## config.mk

```make
export PLATFORM = sky130hd
export DESIGN_NAME = button_click_classifier_unit
export DESIGN_NICKNAME = d
export VERILOG_FILES = /design/src/hdl/bcc_pkg.sv /design/src/hdl/button_click_classifier_unit.sv
export SDC_FILE = /design/constraint.sdc
export NUM_CORES = 1
export LEC_CHECK = 0
export ABC_AREA = 1
export BUFFER_PORTS_ARGS = -buffer_cell sky130_fd_sc_hd__buf_2
export CAP_MARGIN = 20
export CORE_ASPECT_RATIO = 1.25
export CORE_MARGIN = 1
export CORE_UTILIZATION = 44
export DETAILED_ROUTE_END_ITERATION = 8
export GPL_TIMING_DRIVEN = 1
export HOLD_SLACK_MARGIN = 0.06
export PLACE_DENSITY = 0.6
export SLEW_MARGIN = 15
export SYNTH_ARGS = -nofsm -noshare
export SYNTH_HDL_FRONTEND = slang
export SYNTH_SLANG_ARGS = --single-unit
```

## constraint.sdc

```tcl
create_clock -name clock -period 13.25 [get_ports clock]
set_clock_uncertainty 0.2 [all_clocks]
set_input_delay 3.975 -clock clock [delete_from_list [all_inputs] [get_ports clock]]
set_output_delay 3.975 -clock clock [all_outputs]
set_load 0.05 [all_outputs]
```

## src/hdl/bcc_pkg.sv

```systemverilog
package bcc_pkg;

   localparam int NUM_BUTTONS_DEF = 8;
   localparam int MASK_W          = 8;
   localparam int TIME_W          = 16;
   localparam int CNT_W           = 8;
   localparam int BTN_IDX_W       = 3;
   localparam int CSR_IDX_W       = 3;

   localparam logic [TIME_W-1:0] DUR_MAX = 16'hFFFF;
   localparam logic [CNT_W-1:0]  CNT_MAX = 8'hFF;

   localparam logic [TIME_W-1:0] CLICK_TIME_RST  = 16'd50;
   localparam logic [TIME_W-1:0] LONG_TIME_RST   = 16'd1000;
   localparam logic [TIME_W-1:0] DCLICK_GAP_RST  = 16'd300;

   localparam logic [CSR_IDX_W-1:0] CSR_ENABLED_MASK    = 3'd0;
   localparam logic [CSR_IDX_W-1:0] CSR_ACTIVE_LEVEL    = 3'd1;
   localparam logic [CSR_IDX_W-1:0] CSR_CLICK_TIME      = 3'd2;
   localparam logic [CSR_IDX_W-1:0] CSR_LONG_CLICK_TIME = 3'd3;
   localparam logic [CSR_IDX_W-1:0] CSR_DCLICK_GAP      = 3'd4;

   localparam logic EV_CLICK      = 1'b0;
   localparam logic EV_LONG_CLICK = 1'b1;

   typedef enum logic [1:0] {
      ST_IDLE,
      ST_RUN,
      ST_FLUSH
   } state_type;

   // one button's stored state
   typedef struct packed {
      logic [TIME_W-1:0] dur;
      logic              pressed;
      logic [CNT_W-1:0]  cnt;
   } entry_type;

   typedef struct packed {
      logic [BTN_IDX_W-1:0] idx;
      logic                 kind;
      logic [CNT_W-1:0]     cnt;
   } event_type;

endpackage

```

## src/hdl/button_click_classifier_unit.sv

```systemverilog
// Button click classifier.
// Input channel req_*: one beat per sample, carrying the ms elapsed since the
// previous sample and the raw pin level of each button. Result channel rsp_*:
// one beat per click or long-click event, in ascending button order, with
// rsp_last set on the final event of a sample. A sample with no events gives
// no beat at all.
// Configuration csr_*: a write is taken on any cycle csr_wr_en is high;
// unknown indexes are ignored. Write only while the block is idle.
// Sweep: per-button state sits in a small synchronous RAM and each button
// gets a read-modify-write of its entry, in ascending order. req_ready stays
// low from acceptance until the sweep is done and the held event has gone to
// the output register, so a new sample is not taken while the last one is
// still being processed.
// One event is held back until the next one (or the end of the sample) is
// known, so that last can be set. If the receiver stalls with an event in the
// output register and another held, the sweep stalls on the next button with
// an event until the output register frees up; nothing is dropped.
// Reset: thresholds go to 50/1000/300 ms, masks to zero, and all button state
// reads as zero through per-entry valid bits; no clearing pass is needed.
module button_click_classifier_unit
   import bcc_pkg::*;
#(
   parameter int NUM_BUTTONS = NUM_BUTTONS_DEF
) (
   input  logic                 clock,
   input  logic                 reset,
   input  logic                 req_valid,
   output logic                 req_ready,
   input  logic [TIME_W-1:0]    req_elapsed_ms,
   input  logic [MASK_W-1:0]    req_pin_levels,
   output logic                 rsp_valid,
   input  logic                 rsp_ready,
   output logic [BTN_IDX_W-1:0] rsp_button_index,
   output logic                 rsp_event_kind,
   output logic [CNT_W-1:0]     rsp_click_count,
   output logic                 rsp_last,
   input  logic                 csr_wr_en,
   input  logic [CSR_IDX_W-1:0] csr_index,
   input  logic [TIME_W-1:0]    csr_wdata
);

   localparam int IDX_W = (NUM_BUTTONS > 1) ? $clog2(NUM_BUTTONS) : 1;
   localparam logic [IDX_W-1:0] LAST_IDX = IDX_W'(NUM_BUTTONS - 1);

   // configuration
   logic [MASK_W-1:0] enabled_mask_ff;
   logic [MASK_W-1:0] active_level_ff;
   logic [TIME_W-1:0] click_time_ff;
   logic [TIME_W-1:0] long_time_ff;
   logic [TIME_W-1:0] dclick_gap_ff;

   always_ff @(posedge clock) begin
      if (reset) begin
         enabled_mask_ff <= '0;
         active_level_ff <= '0;
         click_time_ff   <= CLICK_TIME_RST;
         long_time_ff    <= LONG_TIME_RST;
         dclick_gap_ff   <= DCLICK_GAP_RST;
      end else if (csr_wr_en) begin
         case (csr_index)
            CSR_ENABLED_MASK:    enabled_mask_ff <= csr_wdata[MASK_W-1:0];
            CSR_ACTIVE_LEVEL:    active_level_ff <= csr_wdata[MASK_W-1:0];
            CSR_CLICK_TIME:      click_time_ff   <= csr_wdata;
            CSR_LONG_CLICK_TIME: long_time_ff    <= csr_wdata;
            CSR_DCLICK_GAP:      dclick_gap_ff   <= csr_wdata;
            default: ;
         endcase
      end
   end

   // control state
   state_type         state_ff, state_in;
   logic [IDX_W-1:0]  proc_idx_ff, proc_idx_in;
   logic [TIME_W-1:0] elapsed_ff;
   logic [MASK_W-1:0] pins_ff;

   // state RAM
   entry_type        mem [NUM_BUTTONS];
   logic [NUM_BUTTONS-1:0] valid_ff;
   entry_type        rd_entry_ff;
   logic             rd_valid_ff;
   logic             rd_en;
   logic [IDX_W-1:0] rd_addr;
   logic             mem_we;

   // event held back until we know whether it is the last one
   logic      hold_valid_ff, hold_valid_in;
   event_type hold_ff, hold_in;

   // output register
   logic      rsp_valid_ff, rsp_valid_in;
   event_type rsp_ev_ff, rsp_ev_in;
   logic      rsp_last_ff, rsp_last_in;

   // per-button datapath
   logic [31:0]       idx_ext;
   logic              btn_on;
   entry_type         cur, upd;
   logic [TIME_W:0]   dur_sum;
   logic [TIME_W-1:0] dur_sat;
   logic              lvl_active;
   logic              ev_valid;
   event_type         ev;

   logic accept, rsp_free, last_step, advance;

   assign idx_ext  = 32'(proc_idx_ff);
   assign btn_on   = (idx_ext[31:3] == '0) && enabled_mask_ff[idx_ext[2:0]];
   assign cur      = rd_valid_ff ? rd_entry_ff : '0;
   assign dur_sum  = {1'b0, cur.dur} + {1'b0, elapsed_ff};
   assign dur_sat  = (dur_sum >= {1'b0, DUR_MAX}) ? DUR_MAX : dur_sum[TIME_W-1:0];
   assign lvl_active = pins_ff[idx_ext[2:0]] == active_level_ff[idx_ext[2:0]];

   always_comb begin
      upd      = cur;
      ev_valid = 1'b0;
      ev.idx   = idx_ext[BTN_IDX_W-1:0];
      ev.kind  = EV_CLICK;
      ev.cnt   = cur.cnt;
      if (btn_on) begin
         upd.dur = dur_sat;
         if (lvl_active) begin
            if (!cur.pressed) begin
               if (dur_sat > dclick_gap_ff) begin
                  upd.cnt = '0;
               end
               upd.dur     = '0;
               upd.pressed = 1'b1;
            end
         end else if (cur.pressed) begin
            if (dur_sat >= long_time_ff) begin
               ev_valid = 1'b1;
               ev.kind  = EV_LONG_CLICK;
               ev.cnt   = cur.cnt;
               upd.cnt  = '0;
            end else if (dur_sat >= click_time_ff) begin
               if (cur.cnt != CNT_MAX) begin
                  upd.cnt = cur.cnt + 1'b1;
               end
               ev_valid = 1'b1;
               ev.kind  = EV_CLICK;
               ev.cnt   = upd.cnt;
            end
            upd.pressed = 1'b0;
            upd.dur     = '0;
         end
      end
   end

   assign rsp_free  = !rsp_valid_ff || rsp_ready;
   assign last_step = proc_idx_ff == LAST_IDX;
   assign accept    = req_valid && req_ready;

   // next state
   always_comb begin
      state_in = state_ff;
      case (state_ff)
         ST_IDLE:  if (req_valid) state_in = ST_RUN;
         ST_RUN:   if (advance && last_step) state_in = ST_FLUSH;
         ST_FLUSH: if (!hold_valid_ff || rsp_free) state_in = ST_IDLE;
         default:  state_in = ST_IDLE;
      endcase
   end

   // outputs and datapath control
   always_comb begin
      req_ready     = 1'b0;
      advance       = 1'b0;
      mem_we        = 1'b0;
      rd_en         = 1'b0;
      rd_addr       = '0;
      proc_idx_in   = proc_idx_ff;
      hold_valid_in = hold_valid_ff;
      hold_in       = hold_ff;
      rsp_valid_in  = rsp_valid_ff && !rsp_ready;
      rsp_ev_in     = rsp_ev_ff;
      rsp_last_in   = rsp_last_ff;
      case (state_ff)
         ST_IDLE: begin
            req_ready   = 1'b1;
            rd_en       = req_valid;
            proc_idx_in = '0;
         end
         ST_RUN: begin
            // a second event can only be taken once the held one can move on
            advance = !(ev_valid && hold_valid_ff && !rsp_free);
            if (advance) begin
               mem_we      = 1'b1;
               proc_idx_in = IDX_W'(proc_idx_ff + 1'b1);
               rd_en       = !last_step;
               rd_addr     = proc_idx_in;
               if (ev_valid) begin
                  if (hold_valid_ff) begin
                     rsp_valid_in = 1'b1;
                     rsp_ev_in    = hold_ff;
                     rsp_last_in  = 1'b0;
                  end
                  hold_valid_in = 1'b1;
                  hold_in       = ev;
               end
            end
         end
         ST_FLUSH: begin
            if (hold_valid_ff && rsp_free) begin
               rsp_valid_in  = 1'b1;
               rsp_ev_in     = hold_ff;
               rsp_last_in   = 1'b1;
               hold_valid_in = 1'b0;
            end
         end
         default: ;
      endcase
   end

   always_ff @(posedge clock) begin
      if (reset) begin
         state_ff      <= ST_IDLE;
         proc_idx_ff   <= '0;
         hold_valid_ff <= 1'b0;
         rsp_valid_ff  <= 1'b0;
         valid_ff      <= '0;
         rd_valid_ff   <= 1'b0;
      end else begin
         state_ff      <= state_in;
         proc_idx_ff   <= proc_idx_in;
         hold_valid_ff <= hold_valid_in;
         rsp_valid_ff  <= rsp_valid_in;
         if (mem_we) begin
            valid_ff[proc_idx_ff] <= 1'b1;
         end
         if (rd_en) begin
            rd_valid_ff <= valid_ff[rd_addr];
         end
      end
   end

   always_ff @(posedge clock) begin
      if (accept) begin
         elapsed_ff <= req_elapsed_ms;
         pins_ff    <= req_pin_levels;
      end
      hold_ff     <= hold_in;
      rsp_ev_ff   <= rsp_ev_in;
      rsp_last_ff <= rsp_last_in;
   end

   // RAM: reads and writes never hit the same entry in one cycle
   always_ff @(posedge clock) begin
      if (mem_we) begin
         mem[proc_idx_ff] <= upd;
      end
      if (rd_en) begin
         rd_entry_ff <= mem[rd_addr];
      end
   end

   assign rsp_valid        = rsp_valid_ff;
   assign rsp_button_index = rsp_ev_ff.idx;
   assign rsp_event_kind   = rsp_ev_ff.kind;
   assign rsp_click_count  = rsp_ev_ff.cnt;
   assign rsp_last         = rsp_last_ff;

   // the held event is always flushed before a new sample starts
   a_idle_no_hold: assert property (@(posedge clock) disable iff (reset)
      (state_ff == ST_IDLE) |-> !hold_valid_ff)
      else $error("held event left over in idle");

   a_we_in_run: assert property (@(posedge clock) disable iff (reset)
      mem_we |-> (state_ff == ST_RUN))
      else $error("state RAM written outside the sweep");

   a_stall_holds_idx: assert property (@(posedge clock) disable iff (reset)
      (state_ff == ST_RUN && !advance) |=> (state_ff == ST_RUN) && $stable(proc_idx_ff))
      else $error("sweep moved on while stalled");

   a_event_in_range: assert property (@(posedge clock) disable iff (reset)
      (state_ff == ST_RUN && ev_valid) |-> (idx_ext[31:3] == '0))
      else $error("event raised for a button without a mask bit");

endmodule

```

==> implementation parameters <==
Parameter                              Value

Logic synthesis
  Avg Cell Area, Syn ... roughly 9.7 um2
  Cell area after technology mapping ... 16980 um2
  Cells after synthesis ... about 1800
  Net count after synthesis ... about 1900
  Number of enable flip-flop cells after synthesis ... 274
  Part of the Yosys area used for sequential elements ... 0.5789
  Synth warn ... 0
  Post-synth ARST share ... 0
  Dominant synthesized flop cell ... edfxtp_1
  Number of distinct library cells after synthesis ... between 40 and 50
  Number of register bits inferred by synthesis ... between 300 and 400

Drt
  Number of nets with antenna violations after detailed routing ... 0
  Wire length per cell ... ~17 um
  Routed via count divided by cell count ... just over 5
  Number of optimization iterations in the first detailed-route pass ... 5
  Number of violations reported at the end of detailed-routing iteration 0 ... between 700 and 800
  Detailed Route WL ... 40060 um
  Routed via count ... ~12000
  Post-detailed-route DRC marker count ... 0

Critical path
  Critical path endpoint category ... flip-flop
  Critical register-to-register path startpoint ... rd_valid_ff
  Worst Path Required ... ~13000 ps
  Depth of the worst register-to-register path ... 33
  Critical path type ... reg2reg
  Crit path max-delay cell type ... dfxtp_1
  Setup crit start kind ... flip-flop
  Top cell by count, worst path ... nand2_1
  Worst R2R Setup Slack ... 5880 ps
  Longest individual stage delay on the worst path ... 920 ps
  Endpoint of the most critical register-to-register path ... rd_entry_ff[9]
  Crit path max fanout ... between 50 and 60
  Crit path arrival time ... ~7600 ps

Global route
  Number of antenna violations at the first check in global routing ... 0
  Via count of the first global-routing pass ... 11535
  Wire length of the first global-routing pass ... ~62000 um
  Maximum number of pins on one net before global-route repair ... roughly 130
  Combined global-route utilization of all metal layers ... 0.2070
  GRT overflow ... 0

Cells and area
  Leading cell type in the layout, fill and taps excluded ... nand2_1
  Fraction of layout cells with a size suffix above 1 ... 0.09205
  Diodes inserted ... 0
  Leading cell types in the layout, fill and taps excluded ... nand2_1, edfxtp_1, inv_1
  Final Instance Area ... 18870 um2
  Layout-stage area growth over the synthesis result ... 11.16%
  Post-layout nets ... 1926

Die
  Boundary pin count ... 63
  Die X-Extent ... 177.7 um
  Initial Utilization ... 0.4452
  Core ar. ... around 38000 um2
  Die Y ... ~220 um
  Area of the die ... 39390 um2
  Row count ... 80

Place
  Final Wtd Congestion ... approximately 0.9
  Placed instance area ... 17660 um2
  Buffers added on ports ... a little over 60
  Detailed placer's ending HPWL ... between 20000 and 30000 um

Clock network
  Number of sinks handled by clock tree synthesis ... roughly 350
  Cell at the root of the clock tree ... clkbuf_16
  Depth of the CTS H-tree ... 2
  Number of CTS-inserted buffers ... 37
  CTS tree ... yes
  Clock latency on the worst-skew pair ... around 550 ps
  Clock transition at the registers of the reported paths ... approximately 60 ps
  Number of resized instances in the post-cts repair step ... 0
  # hold bufs at CTS ... 0
  Number of buffers on the longest clock path ... 3
  Setup Fix Bufs, Post-CTS ... 0

STA
  Final slew viol count ... 0
  Min Clock Period, post-route ... roughly 7400 ps
  Worst slew slack as a fraction of its limit ... 0.2995
  RSZ-0062 raised after global routing ... no
  Maximum clock frequency ... between 0.1 and 0.15 GHz
  Post-route clock period utilization ... 0.5565
  Final hold violation count ... 0
  Pin slew with the least headroom to its limit ... 1048 ps
  Final TNS setup ... 0 ps
  Final setup viols ... 0

Worst hold path
  Classification of the worst-slack hold path ... reg2reg
  Cell count of the worst hold path ... 0
  Min-Delay Startpoint ... hold_ff[2]
  Min-Delay Endpoint ... rsp_click_count[2]

Power
  Largest voltage drop on the vdd net ... about 0.08 mV
  Power density relative to cell area ... 217.2 nW/um2
  Static Leakage ... slightly above 8 nW

Status
  Outcome ... finished, final reports clean

Flow run
  MaxCap Viol Count ... 0
## state kept, by name, indices dropped and copies added, names as in the netlist
signal	cells
rsp_button_index	3
active_level_ff	8
rd_valid_ff	1
mem	200
state_ff	2
pins_ff	8
proc_idx_ff	3
valid_ff	8
long_time_ff	16
enabled_mask_ff	8
hold_valid_ff	1
rd_entry_ff	25
elapsed_ff	16
rsp_valid	1
dclick_gap_ff	16
rsp_event_kind	1
click_time_ff	16
rsp_last	1
rsp_click_count	8
hold_ff	12
## cell type report
cell class / instances / area [um2]
fill: 3562 / 19260
sequential: 354 / 9829
multi-input combinational: 1063 / 5781
inverter: 275 / 1035
clock buffer: 49 / 1013
tap: 492 / 615.6
timing repair buffer: 76 / 432.9
clock inverter: 19 / 167.7
## per-stage QoR
step	instances	power (mW)	worst slack, ps	util	hold slack, ps
final	2328	4.099	5876	0.4949	214.0
after global routing	2328	4.390	5209	0.4949	222.2
after CTS	2326	4.125	5746	0.4940	218.9
after detailed placement	2258	3.097	5761	0.4630	204.5
after global placement	2257	3.075	5837	0.4629	204.3
after floorplan	1757	2.694	6325	-	200.3
## synthesized netlist by cell type, types with 2 or more instances
cell type  number  share of area
ha_1           70          0.052
o22ai_1         5         0.0018
o21a_1         12         0.0053
buf_6           9         0.0060
buf_4          12         0.0053
inv_1         268          0.059
clkinv_1        2        0.00044
nor2_1         80          0.018
xnor2_1         2         0.0010
a211oi_1        3         0.0013
a21oi_1        99          0.029
o211ai_1       92          0.041
nand2_2         4         0.0015
o221ai_1        2         0.0010
nor4_1          2        0.00074
o211ai_2       20          0.015
o21ai_0        88          0.026
buf_2          20         0.0059
clkbuf_1       21         0.0046
dfxtp_1        80          0.094
inv_2           4        0.00088
nand4_1         7         0.0026
buf_1           2        0.00044
nand2_1       479           0.11
o21bai_1        2        0.00088
edfxtp_1      274           0.48
nand3b_1        2        0.00088
nand3_1        58          0.017
nor3_1         13         0.0038
xor2_1         10         0.0052
## worst max-delay path, delay by kind of cell (launching register included)
kind	cells	cell delay (ps)
AO/OA/AOI/OAI	2	790
XOR/XNOR	1	220
adder cells (fa/ha/maj)	3	860
buffers and inverters	5	1160
flip-flops	1	920
AND/OR/NAND/NOR	22	3010
## layer usage
metal,track usage,routed length [um],up-vias
li1,-,-,5993
met1,0.2591,17350,5505
met2,0.3640,19960,258
met3,0.02503,1541,77
met4,0.07334,1211,0
met5,0,0,-
## where the power goes
group / internal, mW / leakage [nW] / switching, mW / total (mW)
combinational: 0.468 / 4.40 / 1.08 / 1.55
sequential: 1.45 / 3.21 / 0.0757 / 1.53
clock: 0.597 / 0.571 / 0.426 / 1.02
## worst max path at each step
stage / depth (start not counted) / from / endpoint
finish: 33 / rd_valid_ff / rd_entry_ff[9]
global route: 33 / rd_valid_ff / rd_entry_ff[1]
CTS: 33 / rd_valid_ff / rd_entry_ff[9]
detailed placement: 33 / rd_valid_ff / rd_entry_ff[24]
global placement: 33 / rd_valid_ff / rd_entry_ff[20]
floorplan: 10 / rsp_ready / rd_valid_ff
## kinds of logic after synthesis
group | count (synthesis) | synth area share
AOI/OAI and AO/OA | 326 | 0.1222
xor gates and xnor gates | 12 | 0.006190
adders and majority gates | 71 | 0.05276
buffers and inverters | 340 | 0.08437
DFF | 354 | 0.5789
and+or+nand+nor | 654 | 0.1556
(Power assumes the default switching activity.)
